`src/design/jdz_div.sv`:
```
// ----------------------------------------------------------------------------
// jdz_div: pipelined restoring divider
// One quotient bit per register stage, most significant first. The caller
// guarantees that the quotient fits in QUO_W bits.
// ----------------------------------------------------------------------------
module jdz_div #(
  parameter int NUM_W = 30,
  parameter int DEN_W = 15,
  parameter int QUO_W = 15
) (
  input  logic             clk_i,
  input  logic             en_i,
  input  logic [NUM_W-1:0] num_i,
  input  logic [DEN_W-1:0] den_i,
  output logic [QUO_W-1:0] quo_o
);

  localparam int CW = (NUM_W > DEN_W + QUO_W) ? NUM_W : DEN_W + QUO_W;

  logic [CW-1:0]    rem_q [QUO_W];
  logic [DEN_W-1:0] den_q [QUO_W];
  logic [QUO_W-1:0] quo_q [QUO_W];

  for (genvar j = 0; j < QUO_W; j++) begin : g_stage
    logic [CW-1:0]    rem_in;
    logic [CW-1:0]    dsh;
    logic [DEN_W-1:0] den_in;
    logic [QUO_W-1:0] quo_in;
    logic             take;

    if (j == 0) begin : g_first
      assign rem_in = CW'(num_i);
      assign den_in = den_i;
      assign quo_in = '0;
    end else begin : g_next
      assign rem_in = rem_q[j-1];
      assign den_in = den_q[j-1];
      assign quo_in = quo_q[j-1];
    end

    // Trial subtraction of the shifted divisor for this quotient bit.
    assign dsh  = CW'(den_in) << (QUO_W - 1 - j);
    assign take = (rem_in >= dsh);

    always_ff @(posedge clk_i) begin
      if (en_i) begin
        rem_q[j] <= take ? (rem_in - dsh) : rem_in;
        den_q[j] <= den_in;
        quo_q[j] <= quo_in | (take ? (QUO_W'(1) << (QUO_W - 1 - j)) : '0);
      end
    end
  end

  assign quo_o = quo_q[QUO_W-1];

endmodule

```
`config.mk`:
```
export PLATFORM = sky130hd
export DESIGN_NAME = jdz_div
export DESIGN_NICKNAME = d
export VERILOG_FILES = /design/src/design/jdz_div.sv
export SDC_FILE = /design/constraint.sdc
export NUM_CORES = 1
export LEC_CHECK = 0
export BUFFER_PORTS_ARGS = -buffer_cell sky130_fd_sc_hd__buf_2
export CORE_MARGIN = 1
export CORE_UTILIZATION = 35
export CTS_CLUSTER_SIZE = 24
export DETAILED_ROUTE_END_ITERATION = 8
export SYNTH_ARGS = -nofsm -noshare
export SYNTH_HDL_FRONTEND = slang
export SYNTH_SLANG_ARGS = --single-unit
```
`constraint.sdc`:
```
create_clock -name clk_i -period 3.7 [get_ports clk_i]
set_clock_uncertainty 0.1 [all_clocks]
set_input_delay 0.37 -clock clk_i [delete_from_list [all_inputs] [get_ports clk_i]]
set_output_delay 0.37 -clock clk_i [all_outputs]
set_load 0.05 [all_outputs]
```
Yosys cells after proc, flatten, opt, wreduce, memory -nomap -nowiden:

Memory sizes are Yosys's and may differ from the RTL's.
Index checks and enable logic that the tools add are counted.

* register bits after elaboration: 0
* memories: 3
* input port bits: 47
* output and inout port bits: 15
* bits in writable memories: 900

Memories
* rem_q: words 15, width 30, read ports 14, clocked after memory_dff 0, write ports 15, line 20 `logic [CW-1:0] rem_q [QUO_W];`
* den_q: words 15, width 15, read ports 14, clocked after memory_dff 0, write ports 15, line 21 `logic [DEN_W-1:0] den_q [QUO_W];`
* quo_q: words 15, width 15, read ports 15, clocked after memory_dff 0, write ports 15, line 22 `logic [QUO_W-1:0] quo_q [QUO_W];`

* $lt $le $gt $ge: 15
* $add $sub $neg: 15
* bitwise operators: 14
* multiplexer cells: 32

Operator list (number)
* two-way mux 30 bit: 15
* greater-or-equal comparator 30 x 15 -> 1 bit: 1
* greater-or-equal comparator 30 x 16 -> 1 bit: 1
* greater-or-equal comparator 30 x 17 -> 1 bit: 1
* greater-or-equal comparator 30 x 18 -> 1 bit: 1
* greater-or-equal comparator 30 x 19 -> 1 bit: 1
* greater-or-equal comparator 30 x 20 -> 1 bit: 1
* greater-or-equal comparator 30 x 21 -> 1 bit: 1
* greater-or-equal comparator 30 x 22 -> 1 bit: 1
* greater-or-equal comparator 30 x 23 -> 1 bit: 1
* greater-or-equal comparator 30 x 24 -> 1 bit: 1
* greater-or-equal comparator 30 x 25 -> 1 bit: 1
* greater-or-equal comparator 30 x 26 -> 1 bit: 1
* greater-or-equal comparator 30 x 27 -> 1 bit: 1
* greater-or-equal comparator 30 x 28 -> 1 bit: 1
* greater-or-equal comparator 30 x 29 -> 1 bit: 1
* subtractor 30 x 15 -> 30 bit: 1
* subtractor 30 x 16 -> 30 bit: 1
* subtractor 30 x 17 -> 30 bit: 1
* subtractor 30 x 18 -> 30 bit: 1
* subtractor 30 x 19 -> 30 bit: 1
* subtractor 30 x 20 -> 30 bit: 1
* subtractor 30 x 21 -> 30 bit: 1
* subtractor 30 x 22 -> 30 bit: 1
* 36 further kinds: 38

Longest topological paths before layout:

Gate-level depths: netlist of the first run.
An unclocked memory read counts as a cell.

* word-level depth: 4
* depth in mapped cells: 14
* gate-level depth less buffers: 12

Worst setup path after synthesis of the first run:

No wires, ideal clock.

* path kind: reg-to-reg
* start point: mem rem_q[1][34] (netlist bit)
* end point: mem rem_q[1][88] (netlist bit) (data pin)
* path buffers: 0
* data required time: 3.342 ns
* cell stages (with the launch flop): 13
* arrival: 2.800 ns
* setup slack: 0.542 ns
* cells stage by stage: edfxtp_1 inv_1 ha_1 inv_1 fa_1 a21o_1 a21oi_1 o21ai_0 a2111oi_0 o31ai_1 nor3_1 nand2_1 xnor2_1

RTL lines (line)
* from (decl): 20

==> results.md, run 1 <==
* Clk_lat worst skew at 0.64 ns
* Met1 Track Usage GR at ~13%
* Total Nets Final at 3662
* Maximum vdd drop at approximately 370 uV
* DRC viols at 0
* Power Density at roughly 700 nW/um2
* Yosys top cell area share at 58.60%
* Pins Over Slew Limit at 0
* Vias per inst at 4.993
* Total of flip-flops plus latches after synthesis at 750
* Final setup fails at 0
* RePlAce Congestion at 0.9179
* Hold Vio Cnt, Final at 0
* Setup crit start kind: flip-flop
* Htree depth at 3
* Top cell type by total area after synthesis: edfxtp_1
* Final HPWL DP at roughly 54000 um
* Slew margin rel. at a little over two fifths
* Required time of the critical path at 3.96 ns
* Global route total overflow at 0
* Static Leak at 16.80 nW
* Die height at 333.4 um
* Crit-path cells: inv_1, ha_1, inv_1, fa_1, a21oi_1, o21ai_0, a2111oi_1, buf_4, nor3_1, o31ai_1, o211ai_2, nor4_1, xor2_1
* CP endpoint kind: flip-flop
* TritonCTS Buffers at 80
* Antenna violations before repair at 0
* CP Max Fanout at 5
* Hold WC Path Type: in2reg
* Seq/Total Area, Yosys at 58.60%
* Setup TNS at 0 ns
* Outcome: complete, no violations
* Cell area after synthesis at 38430 um2
* Post-synth cell types at between 80 and 90
* EDFF count, synth at 750
* Slew @ Worst Pin at 0.8496 ns
* Tot GR Track Use at 13.12%
* CTS tree: done
* ANT nets after route at 0
* Min cycle time layout at 3.517 ns
* List of most frequent post-synthesis cells: edfxtp_1 (750), inv_1 (309), ha_1 (225)
* I/O pin count at 62
* Initial Util at between 30% and 40%
* Root buffer cell: clkbuf_16
* Die area at 111100 um2
* Met2 Use GR at 26.05%
* Inst Count DP at 4668
* Core Box Area at 108900 um2
* Critical path arrival at 3.78 ns
* Num rows at 121
* Dominant synthesized flop cell: edfxtp_1
* Sink Count at 750
* GR Util met3 at ~1.9%
* Total Wirelength at ~73000 um
* CP dominant cell by count: inv_1
* Warnings, synthesis at 0
* Syn Inst Count at between 3000 and 4000
* Count leader, synth: edfxtp_1
* Layer with the highest usage: met2
* Synthesized area per cell at approximately 12 um2
* Global-route wire length before repair at 119100 um
* Worst path slowest cell: a2111oi_1
* Clock transition at path regs at 0.05 ns
* Area contributors post-synth: edfxtp_1 (59%), ha_1 (7.3%), xnor2_1 (3.1%)
* Slowest cell delay on critical path at 0.52 ns
* Clock buffer depth at 3
* Max capacitance violation total at 0
* Crit Path Class: reg2reg
* P&R area growth vs syn at 14.76%
* 1st-iter DRT viols at approximately 1400
* RSZ-0062 raised after global routing: false
* DR pass1 iterations at 5
* Layout cell share with drive strength beyond 1 at 9.450%
* # diodes at 0
* Wirelength per Cell at 15.08 um
* Ys async rst share at 0%
* Number of buffers added for setup after CTS at 0
* Input/output buffers at between 60 and 70
* Fmax at 0.2843 GHz
* Vias in the first global route at ~25000
* Chip Width at 333.4 um
* Final cell count without fillers at ~4900
* Largest net degree at the start of global routing at 127
* Via count at between 20000 and 25000
* Period utilisation layout at 95.05%
* Post-Syn Nets at 3479
area by class of cell:
cell class              count  area [um2]
clock inverters            56       804.5
clock buffers              89        2036
repair buffers            157        1261
fillers                 10150       64750
multi-input cells        2076       14540
well taps                1414        1769
inverters                 311        1170
flip-flops and latches    750       22520
per-layer routing:
metal / wire (um) / share of wire, % / vias to the layer above
li1: - / - / 12200
met4: 3919 / 5.4 / 0
met3: 2070 / 2.8 / 200
met5: 0 / 0 / -
met2: 39740 / 54 / 425
met1: 27450 / 38 / 11410
cell families (layout without fill, tap and decap cells):
kind of cell,after synthesis,count (layout),synth area share [%]
AND/OR/NAND/NOR,814,814,10.71
AO/OA/AOI/OAI,735,735,12.08
adder cells (fa/ha/maj),239,239,8.054
buffers and inverters,367,613,3.675
flip-flops,750,750,58.60
XOR/XNOR,242,242,5.515
multiplexers,46,46,1.361
sequential cells by signal, summed over array words and instances (netlist names):
signal,cells
quo_q,120
den_q,210
rem_q,420
power breakdown:
group          internal [mW]  switching (mW)  total (mW)
sequential              11.7            1.04        12.7
clock                   5.19            3.34        8.54
combinational           4.30            5.33        9.63
per-stage QoR:
| step | setup slack, ns | total power [mW] | hold WS [ns] | utilization, % | cell area (um2) |
|---|---|---|---|---|---|
| 2_1_floorplan | 0.5421 | 19.91 | 0.3003 | - | 38430 |
| 3_3_place_gp | 0.1577 | 22.31 | 0.3003 | 37.52 | 40840 |
| 3_5_place_dp | 0.1528 | 22.43 | 0.3045 | 37.52 | 40840 |
| 4_1_cts | 0.1225 | 31.12 | 0.01350 | 40.50 | 44080 |
| 5_1_grt | 0.01266 | 32.79 | 0.02903 | 40.52 | 44110 |
| 6_report | 0.1831 | 30.90 | 0.04654 | 40.52 | 44110 |
worst max-delay path, delay by kind of cell, from the launching register on:
| kind | cells | cell delay, ns |
|---|---|---|
| AOI/OAI and AO/OA | 5 | 1.43 |
| xor gates and xnor gates | 1 | 0.12 |
| DFF | 1 | 0.38 |
| and+or+nand+nor | 2 | 0.39 |
| buffers and inverters | 3 | 0.31 |
| adders and majority gates | 2 | 0.54 |
path summary, 6_finish.rpt:
kind,from,endpoint,slack [ns],cells after the start
max,rem_q[1][63],rem_q[1][111],0.18,13
min,en_i,den_q[0][58],0.05,1
max reg2reg,rem_q[1][63],rem_q[1][111],0.18,13
min reg2reg,quo_q[0][14],quo_q[0][29],0.31,0
cell usage in the layout, fill, tap and decap left out, types with 15 or more instances in the layout:
| master | instances |
|---|---|
| clkinv_2 | 17 |
| nand4_1 | 33 |
| or4_1 | 15 |
| edfxtp_1 | 750 |
| a211oi_1 | 18 |
| ha_1 | 225 |
| nor2_1 | 209 |
| a21oi_1 | 219 |
| or3_1 | 27 |
| bufinv_16 | 17 |
| xor2_1 | 104 |
| o31ai_1 | 23 |
| a21o_1 | 75 |
| nor3_1 | 64 |
| xnor2_1 | 138 |
| nor4_1 | 49 |
| o21a_1 | 37 |
| o21bai_1 | 25 |
| a31oi_1 | 15 |
| inv_1 | 309 |
| clkbuf_16 | 80 |
| nand3_1 | 35 |
| buf_2 | 60 |
| nand2b_1 | 37 |
| mux2_2 | 38 |
| and3_1 | 19 |
| nor2b_1 | 34 |
| dlygate4sd3_1 | 40 |
| buf_4 | 46 |
| nand2_1 | 204 |
| o21ai_0 | 198 |
timing repair:
action                                 CTS  global route
setup endpoints to repair                0            12
gates resized for setup                  0             5
endpoints found under the hold margin   40             0
hold buffers                            40             0
Power figures use the tool's default switching activity.
==> run 2: changes to the inputs <==
--- a/config.mk
+++ b/config.mk
@@ -6,6 +6,7 @@
 export NUM_CORES = 1
 export LEC_CHECK = 0
 export BUFFER_PORTS_ARGS = -buffer_cell sky130_fd_sc_hd__buf_2
+export CORE_ASPECT_RATIO = 1.75
 export CORE_MARGIN = 1
 export CORE_UTILIZATION = 35
 export CTS_CLUSTER_SIZE = 24
==> results.md, run 2 (synthesis results as in run 1) <==
* Outcome: complete, no violations
* 1st-iter DRT viols at 913 (-33%)
* Crit-path cells: ha_1, or4b_1, nor4_1, nand4b_1, nor4b_1, a31oi_1, o21a_1, nor4_1, xor2_1
* P&R area growth vs syn at 14.91%
* Power Density at 685.7 nW/um2 (-2.1%)
* Layout fillers at 10200 (+0.42%)
* Core Box Area at 108700 um2 (-0.14%)
* Layout cell share with drive strength beyond 1 at 10.14% (+0.69 points)
* DR pass1 iterations at 5 (unchanged)
* TritonCTS Buffers at 77 (-3.8%)
* Final setup fails at 0 (unchanged)
* Required time of the critical path at 3.95 ns (about the same)
* # diodes at 0 (unchanged)
* Largest register FFs at 420 (unchanged)
* Fmax at 0.2836 GHz (-0.26%)
* Hold Vio Cnt, Final at 0 (unchanged)
* Commonest cells after routing, fill and taps aside: edfxtp_1 (750), inv_1 (309), ha_1 (225)
* Period utilisation layout at 95.30% (+0.25 points)
* Total Wirelength at 79280 um (+8.3%)
* ANT nets after route at 0 (unchanged)
* Htree depth at 3 (unchanged)
* CTS tree: done
* Maximum vdd drop at 384.6 uV (+3.7%)
* Largest Register: rem_q
* Number of buffers added for setup after CTS at 0 (unchanged)
* Most common cell after layout, fill and taps aside: edfxtp_1
* Chip Width at 252.5 um (-24%)
* Total Nets Final at 3706 (+1.2%)
* Slew margin rel. at 40.01% (-2.8 points)
* RePlAce Congestion at 0.8919 (-2.8%)
* Num rows at 160 (+32%)
* Largest net degree at the start of global routing at 87 (-31%)
* Critical path arrival at 3.77 ns (about the same)
* Root buffer cell: clkbuf_16
* Hold WC Path Type: in2reg
* Hold path depth at 4 (+3)
* CP endpoint kind: flip-flop
* DRC viols at 0 (unchanged)
* Vias per inst at 4.991 (about the same)
* Setup TNS at 0 ns (unchanged)
* Setup crit start kind: flip-flop
* Input/output buffers at 61 (unchanged)
* Hold Slack at 0.06500 ns (+0.01846 ns)
* Clock transition at path regs at 0.06 ns (about the same)
* Slowest cell delay on critical path at 0.54 ns (+0.02 ns)
* Cell family with most CP delay: simple AND/OR/NAND/NOR gates
* Initial Util at 35.36% (+0.048 points)
* Static Leak at 16.83 nW (+0.22%)
* Slew @ Worst Pin at 0.8917 ns (+0.04208 ns)
* Pins Over Slew Limit at 0 (unchanged)
* CP Max Fanout at 7 (+2)
* Reg2Reg Depth at 9 (-4)
* Clock buffer depth at 3 (unchanged)
* Min cycle time layout at 3.526 ns (+0.009262 ns)
* Final HPWL DP at 60570 um (+11%)
* RSZ-0062 raised after global routing: false
* WP depth at 9 (-4)
* Die area at 111200 um2 (about the same)
* Clk_lat worst skew at 0.64 ns (about the same)
* Worst Path Buf+Inv at 0 (-3)
* I/O pin count at 62 (unchanged)
* Tot GR Track Use at 14.36% (+1.2 points)
* Die height at 440.4 um (+32%)
* Multi-input gate area at 14560 um2 (+0.12%)
* CP dominant cell by count: nor4_1
* Global route total overflow at 0 (unchanged)
* Place WS at 0.05561 ns (-0.09718 ns)
* Biggest regs: rem_q: 420 flops, den_q: 210 flops, quo_q: 120 flops
* Global-route wire length before repair at 126200 um (+5.9%)
* Fin worst setup slack at 0.1739 ns (-0.009262 ns)
* FF+latch area at 22520 um2 (unchanged)
* Max capacitance violation total at 0 (unchanged)
* Vias in the first global route at 26200 (+5.5%)
* Sink Count at 750 (unchanged)
* Worst path slowest cell: nor4_1
* Via count at 24650 (+1.7%)
* Antenna violations before repair at 0 (unchanged)
* Wirelength per Cell at 16.05 um (+6.5%)
* Crit Path Class: reg2reg
==> run 2: cell types whose count changed in the layout (fill, tap and decap cells not counted), moves of 4 or more <==
cell,change
buf_4,+41
bufinv_16,-11
clkbuf_1,+4
clkinv_1,+8
clkinv_2,-7
dlygate4sd3_1,+4
==> run 2: timing repair <==
item,CTS,global route
endpoints found under the setup margin,0,28
hold buffers,44,0
endpoints found under the hold margin,44,0
resized for setup,0,10
==> run 2: final cells by class <==
| class | instances | area share (%) |
|---|---|---|
| Clock buffer | 92 | 4.587 |
| Clock inverter | 47 | 0.9378 |
| Inverter | 311 | 2.643 |
| Multi-Input combinational cell | 2076 | 32.97 |
| Sequential cell | 750 | 51.00 |
| Tap cell | 1458 | 4.131 |
| Timing Repair Buffer | 204 | 3.734 |
==> run 2: path summary, 6_finish.rpt <==
| path | start | to | slack (ns) |
|---|---|---|---|
| setup / recovery | rem_q[0][101] | rem_q[0][147] | 0.17 |
| hold reg to reg | quo_q[1][10] | quo_q[1][25] | 0.31 |
| setup reg to reg | rem_q[0][101] | rem_q[0][147] | 0.17 |
| hold / removal | num_i[28] | rem_q[0][28] | 0.06 |
==> run 2: worst reg2reg max path: stages (launching register included) <==
cell      delay, ns
edfxtp_1       0.44
ha_1           0.32
or4b_1         0.42
nor4_1         0.17
nand4b_1       0.36
nor4b_1        0.39
a31oi_1        0.15
o21a_1         0.21
nor4_1         0.55
xor2_1         0.13
==> run 2: metrics by stage <==
step                      cell area, um2  instances  util [%]  power (mW)
after floorplan                    38430       3193         -       19.91
after detailed placement           41250       4755     37.94       22.83
after global routing               44160       4938     40.63       32.15
after CTS                          44130       4938     40.59       30.53
after global placement             41250       4755     37.94       22.62
final                              44160       4938     40.63       30.28
==> run 2: layer usage <==
metal / track usage, % / share of wire (%) / wire [um] / up-vias
li1: - / - / - / 12250
met1: 10.26 / 29 / 23290 / 11800
met2: 32.13 / 62 / 49060 / 376
met3: 1.843 / 2.4 / 1928 / 219
met4: 9.541 / 6.3 / 4991 / 0
met5: 0 / 0 / 0 / -
==> run 2: report_power, final <==
part	total, mW	internal (mW)	switching, mW
registers	12.7	11.7	1.03
clock network	7.56	4.34	3.22
logic	10.0	4.45	5.57
total	30.3	20.5	9.81
